**src/hw/rtl/rtcbcd_pkg.sv**
```systemverilog
// ----------------------------------------------------------------------------
// rtcbcd_pkg: shared types and constants for the three-wire RTC master
// Beat payloads, sequencer phase codes and the BCD helpers.
// ----------------------------------------------------------------------------
package rtcbcd_pkg;

   localparam int BYTE_BITS = 8;
   localparam int BIT_IDX_W = $clog2(2 * BYTE_BITS);
   localparam int PHASE_W   = 6;

   // Sequencer phases
   localparam logic [PHASE_W-1:0] PH_IDLE    = PHASE_W'(0);
   localparam logic [PHASE_W-1:0] PH_CE_HIGH = PHASE_W'(1);
   localparam logic [PHASE_W-1:0] PH_BITS    = PHASE_W'(2);
   localparam logic [PHASE_W-1:0] PH_SDA_LOW = PHASE_W'(2 + 6 * BYTE_BITS);
   localparam logic [PHASE_W-1:0] PH_END     = PHASE_W'(3 + 6 * BYTE_BITS);

   localparam logic OP_WRITE = 1'b0;
   localparam logic OP_READ  = 1'b1;

   // Three ticks per bit
   typedef enum logic [1:0] {
      SLOT_DATA      = 2'd0,
      SLOT_CLK_HIGH  = 2'd1,
      SLOT_CLK_LOW   = 2'd2
   } slot_type;

   typedef struct packed {
      logic       start_req;
      logic       op;
      logic [7:0] reg_addr;
      logic [6:0] value;
      logic       sda_in;
   } req_payload_type;

   typedef struct packed {
      logic       ce;
      logic       sclk;
      logic       sda_out;
      logic       sda_drive;
      logic       busy_res;
      logic       done_res;
      logic [7:0] read_value;
   } rsp_payload_type;

   // Binary 0..127 to packed BCD (tens nibble above 9 for 100..127); tens by reciprocal (x*205)>>11, exact here
   function automatic logic [7:0] bin_to_bcd(input logic [6:0] v);
      logic [14:0] prod;
      logic [3:0]  tens;
      logic [6:0]  ones;
      prod = 15'(v) * 15'd205;
      tens = prod[14:11];
      ones = v - 7'(tens) * 7'd10;
      return {tens, ones[3:0]};
   endfunction

   // Packed BCD to binary, invalid nibbles taken at face value
   function automatic logic [7:0] bcd_to_bin(input logic [7:0] b);
      logic [7:0] hi;
      hi = {4'd0, b[7:4]};
      return (hi << 3) + (hi << 1) + {4'd0, b[3:0]};
   endfunction

endpackage

```
**src/hw/rtl/rtcbcd_seq.sv**
```systemverilog
// ----------------------------------------------------------------------------
// rtcbcd_seq: bus tick sequencer
// Holds the transfer state and works out one tick of bus activity per beat.
// ----------------------------------------------------------------------------
module rtcbcd_seq
   import rtcbcd_pkg::*;
(
   input  logic            clock,
   input  logic            reset,
   input  logic            advance,
   input  req_payload_type tick,
   output rsp_payload_type result
);

   logic [PHASE_W-1:0]   phase_ff,   phase_in;
   logic [15:0]          tx_ff,      tx_in;
   logic [7:0]           rx_ff,      rx_in;
   logic                 is_read_ff, is_read_in;
   logic [7:0]           last_ff,    last_in;
   logic                 ce_ff,      ce_in;
   logic                 sclk_ff,    sclk_in;
   logic                 sda_ff,     sda_in;
   logic                 drv_ff,     drv_in;
   slot_type             slot_ff,    slot_in;
   logic [BIT_IDX_W-1:0] bit_ff,     bit_in;
   logic                 done;

   always_ff @(posedge clock) begin
      if (reset) begin
         phase_ff   <= PH_IDLE;
         tx_ff      <= '0;
         rx_ff      <= '0;
         is_read_ff <= 1'b0;
         last_ff    <= '0;
         ce_ff      <= 1'b0;
         sclk_ff    <= 1'b0;
         sda_ff     <= 1'b0;
         drv_ff     <= 1'b1;
         slot_ff    <= SLOT_DATA;
         bit_ff     <= '0;
      end else if (advance) begin
         phase_ff   <= phase_in;
         tx_ff      <= tx_in;
         rx_ff      <= rx_in;
         is_read_ff <= is_read_in;
         last_ff    <= last_in;
         ce_ff      <= ce_in;
         sclk_ff    <= sclk_in;
         sda_ff     <= sda_in;
         drv_ff     <= drv_in;
         slot_ff    <= slot_in;
         bit_ff     <= bit_in;
      end
   end

   always_comb begin
      phase_in   = phase_ff;
      tx_in      = tx_ff;
      rx_in      = rx_ff;
      is_read_in = is_read_ff;
      last_in    = last_ff;
      ce_in      = ce_ff;
      sclk_in    = sclk_ff;
      sda_in     = sda_ff;
      drv_in     = drv_ff;
      slot_in    = slot_ff;
      bit_in     = bit_ff;
      done       = 1'b0;

      if (phase_ff == PH_IDLE) begin
         if (tick.start_req) begin
            is_read_in = tick.op;
            if (tick.op == OP_READ) begin
               tx_in = {8'd0, tick.reg_addr | 8'h01};
            end else begin
               tx_in = {bin_to_bcd(tick.value), tick.reg_addr & 8'hFE};
            end
            rx_in    = '0;
            ce_in    = 1'b0;
            sclk_in  = 1'b0;
            phase_in = PH_CE_HIGH;
         end
      end else if (phase_ff == PH_CE_HIGH) begin
         ce_in    = 1'b1;
         slot_in  = SLOT_DATA;
         bit_in   = '0;
         phase_in = PH_BITS;
      end else if (phase_ff < PH_SDA_LOW) begin
         unique case (slot_ff)
            SLOT_DATA: begin
               // second byte of a read is sampled, not driven
               if (is_read_ff && (bit_ff >= BIT_IDX_W'(BYTE_BITS))) begin
                  drv_in = 1'b0;
                  rx_in  = {tick.sda_in, rx_ff[7:1]};
               end else begin
                  drv_in = 1'b1;
                  sda_in = tx_ff[0];
                  tx_in  = {1'b0, tx_ff[15:1]};
               end
               slot_in = SLOT_CLK_HIGH;
            end
            SLOT_CLK_HIGH: begin
               sclk_in = 1'b1;
               slot_in = SLOT_CLK_LOW;
            end
            SLOT_CLK_LOW: begin
               sclk_in = 1'b0;
               slot_in = SLOT_DATA;
               bit_in  = bit_ff + 1'b1;
            end
            default: begin
               slot_in = SLOT_DATA;
            end
         endcase
         phase_in = phase_ff + 1'b1;
      end else if (phase_ff == PH_SDA_LOW) begin
         drv_in   = 1'b1;
         sda_in   = 1'b0;
         phase_in = PH_END;
      end else if (phase_ff == PH_END) begin
         ce_in = 1'b0;
         done  = 1'b1;
         if (is_read_ff) begin
            last_in = bcd_to_bin(rx_ff);
         end
         phase_in = PH_IDLE;
      end else begin
         phase_in = PH_IDLE;
      end
   end

   always_comb begin
      result.ce         = ce_in;
      result.sclk       = sclk_in;
      result.sda_out    = drv_in & sda_in;
      result.sda_drive  = drv_in;
      result.busy_res   = (phase_in != PH_IDLE);
      result.done_res   = done;
      result.read_value = last_in;
   end

endmodule

```
**src/hw/rtl/rtc_three_wire_bcd_master.sv**
```systemverilog
// ----------------------------------------------------------------------------
// rtc_three_wire_bcd_master: three-wire serial RTC register master
// The result beat is registered and appears in the cycle after its tick beat is accepted.
// Accepts one tick per cycle, except while the held result is stalled.
// A full transfer spans 52 ticks (start, CE high, 48 bit ticks, SDA low, end).
// Reset (synchronous, active high) idles the sequencer and empties the
// result register; lines reset with CE, SCLK and SDA low, SDA driven.
// ----------------------------------------------------------------------------
module rtc_three_wire_bcd_master
   import rtcbcd_pkg::*;
(
   input  logic            clock,
   input  logic            reset,
   input  logic            req_valid,
   output logic            req_stall,
   input  req_payload_type req_data,
   output logic            rsp_valid,
   input  logic            rsp_stall,
   output rsp_payload_type rsp_data
);

   logic            accept;
   logic            rsp_valid_ff, rsp_valid_in;
   rsp_payload_type rsp_data_ff;
   rsp_payload_type result;

   // new beat may enter while the held result is being taken
   assign req_stall = rsp_valid_ff & rsp_stall;
   assign accept    = req_valid & ~req_stall;

   rtcbcd_seq u_seq (
      .clock   (clock),
      .reset   (reset),
      .advance (accept),
      .tick    (req_data),
      .result  (result)
   );

   assign rsp_valid_in = accept | (rsp_valid_ff & rsp_stall);

   always_ff @(posedge clock) begin
      if (reset) begin
         rsp_valid_ff <= 1'b0;
      end else begin
         rsp_valid_ff <= rsp_valid_in;
      end
   end

   always_ff @(posedge clock) begin
      if (accept) begin
         rsp_data_ff <= result;
      end
   end

   assign rsp_valid = rsp_valid_ff;
   assign rsp_data  = rsp_data_ff;

endmodule

```
**config.mk**
```make
export PLATFORM = sky130hd
export DESIGN_NAME = rtc_three_wire_bcd_master
export DESIGN_NICKNAME = d
export VERILOG_FILES = /design/src/hw/rtl/rtcbcd_pkg.sv /design/src/hw/rtl/rtcbcd_seq.sv /design/src/hw/rtl/rtc_three_wire_bcd_master.sv
export SDC_FILE = /design/constraint.sdc
export NUM_CORES = 1
export LEC_CHECK = 0
export BUFFER_PORTS_ARGS = -buffer_cell sky130_fd_sc_hd__buf_2
export CORE_UTILIZATION = 60
export CTS_CLUSTER_DIAMETER = 30
export DETAILED_ROUTE_END_ITERATION = 16
export MAX_ROUTING_LAYER = met4
export PLACE_DENSITY = 0.86
export SYNTH_ARGS = -nofsm -noshare
export SYNTH_HDL_FRONTEND = slang
export SYNTH_SLANG_ARGS = --single-unit
```
**constraint.sdc**
```tcl
create_clock -name clock -period 7.8 [get_ports clock]
set_input_delay 2.34 -clock clock [delete_from_list [all_inputs] [get_ports clock]]
set_output_delay 2.34 -clock clock [all_outputs]
set_load 0.05 [all_outputs]
```
==> flow_summary_export.csv <==
group,metric,value,unit
timing,fin_skew,14.84,ps
clocking,clk_latency,340,ps
timing,setup_violations,0,
clocking,cts-resized-gates,0,
cells_and_area,num_antenna_cells,0,
yosys,yosysSeqAreaShare,0.3363,
floorplanning,io_pins,38,
worst_setup_path,r2r_start,"u_seq.phase_ff[1]",
global_routing,grt_start_max_net_pins,52,
cells_and_area,drive_gt1_frac,0.1561,
worst_setup_path,critical-path-slowest-cell,"fa_1",
worst_setup_path,cp_max_fo,5,
pwr,power,986.8,uW
worst_setup_path,cp-end-kind,"flip-flop",
floorplanning,fp-row-count,30,
worst_setup_path,crit_buf_inv,3,
worst_setup_path,start_kind,"input pin",
route,ant_nets,0,
worst_setup_path,critPathTopFamily,"adder cells",
route,drc,0,
yosys,ys_async_sr_fraction,0,
route,wl_per_cell,15.00,um
worst_setup_path,path_cells,"buf_2 > inv_1 > ha_1 > fa_1 > inv_1 > fa_1 > ha_1 > ha_1 > a21oi_1 > nand2_1 > o31a_1 > or3_1 > and2_1 > fa_1 > xnor2_1 > xnor3_1 > o2bb2ai_1",
pwr,p_leak,0.002055,uW
hold_path,min_path_cells,2,
route,dr_total_vias,3411,
floorplanning,fp.dieH,85.93,um
global_routing,grt.total_usage,0.2633,
worst_setup_path,crit_arrival,6490,ps
worst_setup_path,worst-path-stages,17,
clocking,path_clk_slew,70,ps
yosys,synth_nets,539,
place,dp_hpwl,6200,um
route,via_per_inst,5.851,
route,drtPass1Iterations,5,
timing,slew_violations,0,
clocking,cts_tree,"yes",
yosys,avgSynthCellArea,9.289,um2
place,placed_cells,567,
global_routing,antenna_found_initial,0,
timing,max-slew-margin-rel,0.1972,
floorplanning,coreArea,0.006794,mm2
timing,setup-tns-final,0,ps
yosys,synth_edf_count,14,
hold_path,min_path_type,"flip-flop to flip-flop",
yosys,synth.distinct_cells,61,
yosys,syn_area,0.004227,mm2
clocking,cts_hold_buf,0,
job,max-cap-violations,0,
timing,hold_viol,0,
pwr,irDropWorstVdd,130.7,uV
route,wirelength,8743,um
pwr,power_density,211.7,mW/mm2
worst_setup_path,critPathKind,"input pin to flip-flop",
clocking,clock_path_buffers,2,
clocking,cts_buffers,9,
floorplanning,die_area,0.007384,mm2
clocking,cts_root_buffer,"clkbuf_8",
global_routing,first_global_vias,3252,
cells_and_area,areaGrowthSynthToFinish,10.27,%
timing,rsz0062_at_grt,"false",
place,place.port_buffers,36,
timing,min_period,6302,ps
yosys,yosysWarningCount,0,
cells_and_area,fin_cells,583,
global_routing,overflow,0,
place,routabilityCongestion,0.8611,
yosys,synthFlopType,"dfxtp_1",
clocking,postCtsSetupBuffers,0,
floorplanning,start_util,0.6221,
clocking,htree_levels,3,
worst_setup_path,crit_start,"req_data[6]",
clocking,cts.sinks,64,
worst_setup_path,cp.required,7990,ps
outcome,status,"finished clean",
route,initialDrtViolationCount,251,
yosys,synth-seq-cells,64,
timing,fmax,158.7,MHz
global_routing,grt_pass1_wl,14900,um
cells_and_area,nets,566,
floorplanning,die_x,85.93,um
worst_setup_path,critPathMaxStageDelay,420,ps
yosys,synthCells,455,
worst_setup_path,worst-r2r-cell-count,8,
timing,tightest_slew,1201,ps
timing,period_share,0.8080,
hold_path,hp-start,"u_seq.last_ff[0]",
[placed cells by master, fill, tap and decap left out, types with 11 or more instances in the layout]
cell / netlist / routed
a21oi_1: 20 / 20
and2_1: 12 / 12
buf_2: 6 / 36
clkbuf_8: 0 / 11
dfxtp_1: 50 / 50
edfxtp_1: 14 / 14
fa_1: 11 / 11
ha_1: 51 / 51
inv_1: 31 / 31
nand2_1: 51 / 51
nor2_1: 49 / 49
o21ai_0: 15 / 15
[worst paths after layout]
check / end / slack (ps)
hold reg to reg: u_seq.last_ff[0] / 450
setup reg to reg: u_seq.tx_ff[5] / 4840
hold / removal: u_seq.last_ff[0] / 450
setup / recovery: u_seq.tx_ff[11] / 1500
[layer usage]
metal,global-route usage,share of wire
met5,-,0
met4,0.07727,0.017
met1,0.3169,0.44
met3,0.06545,0.047
met2,0.4365,0.50
[cells by family after synthesis]
group,Yosys count,synth area share
AOI/OAI and AO/OA,98,0.1794
xor gates and xnor gates,9,0.02191
adders and majority gates,62,0.2031
buffers and inverters,52,0.05062
DFF,64,0.3363
muxes,15,0.03730
and+or+nand+nor,155,0.1714
[stage by stage]
step | worst slack, ps | util | hold WS, ps | instance area [um2]
6_report | 1498 | 0.6860 | 453.9 | 4661
2_1_floorplan | 1570 | - | 432.9 | 4227
3_3_place_gp | 1250 | 0.6530 | 438.2 | 4437
5_1_grt | 1288 | 0.6860 | 474.8 | 4661
3_5_place_dp | 1144 | 0.6530 | 447.0 | 4437
4_1_cts | 1514 | 0.6860 | 456.3 | 4661
[Yosys cell counts (5+ instances only)]
library cell,number,share of area
buf_2,6,0.0071
a21oi_1,20,0.024
a311oi_1,6,0.012
and2_1,12,0.018
nand3_1,9,0.011
clkbuf_1,11,0.0098
inv_1,31,0.028
nand2_1,51,0.045
edfxtp_1,14,0.099
a211oi_2,7,0.021
nor2b_1,8,0.012
a22oi_1,6,0.011
mux2i_1,9,0.021
mux2_2,6,0.016
fa_1,11,0.052
nor3_1,6,0.0071
dfxtp_1,50,0.24
nor2_1,49,0.044
o21ai_0,15,0.018
a211oi_1,5,0.0089
ha_1,51,0.15
xnor2_1,5,0.010
[worst min-delay path, cell delays in order (launching register included)]
cell and delay [ps]:
dfxtp_1 310, nand2_1 50, a21oi_1 50
[flip-flops by register name (all words and copies together), names as in the netlist, 2 cells and up]
signal	flops
u_seq.tx_ff	16
u_seq.bit_ff	4
u_seq.rx_ff	8
u_seq.slot_ff	2
u_seq.phase_ff	6
u_seq.last_ff	8
rsp_data	14
[where the power goes]
part	switching, uW	internal (uW)
sequential	11.3	358
combinational	181	119
clock	120	197
[area by class of cell]
| cell class | instances | area (um2) |
|---|---|---|
| Clock buffer | 13 | 158.9 |
| Clock inverter | 3 | 65.06 |
| Fill cell | 495 | 2133 |
| Inverter | 31 | 116.4 |
| Multi-Input combinational cell | 339 | 2591 |
| Sequential cell | 64 | 1421 |
| Tap cell | 96 | 120.1 |
| Timing Repair Buffer | 37 | 187.7 |
No activity file was read; power rests on OpenSTA's default activity.
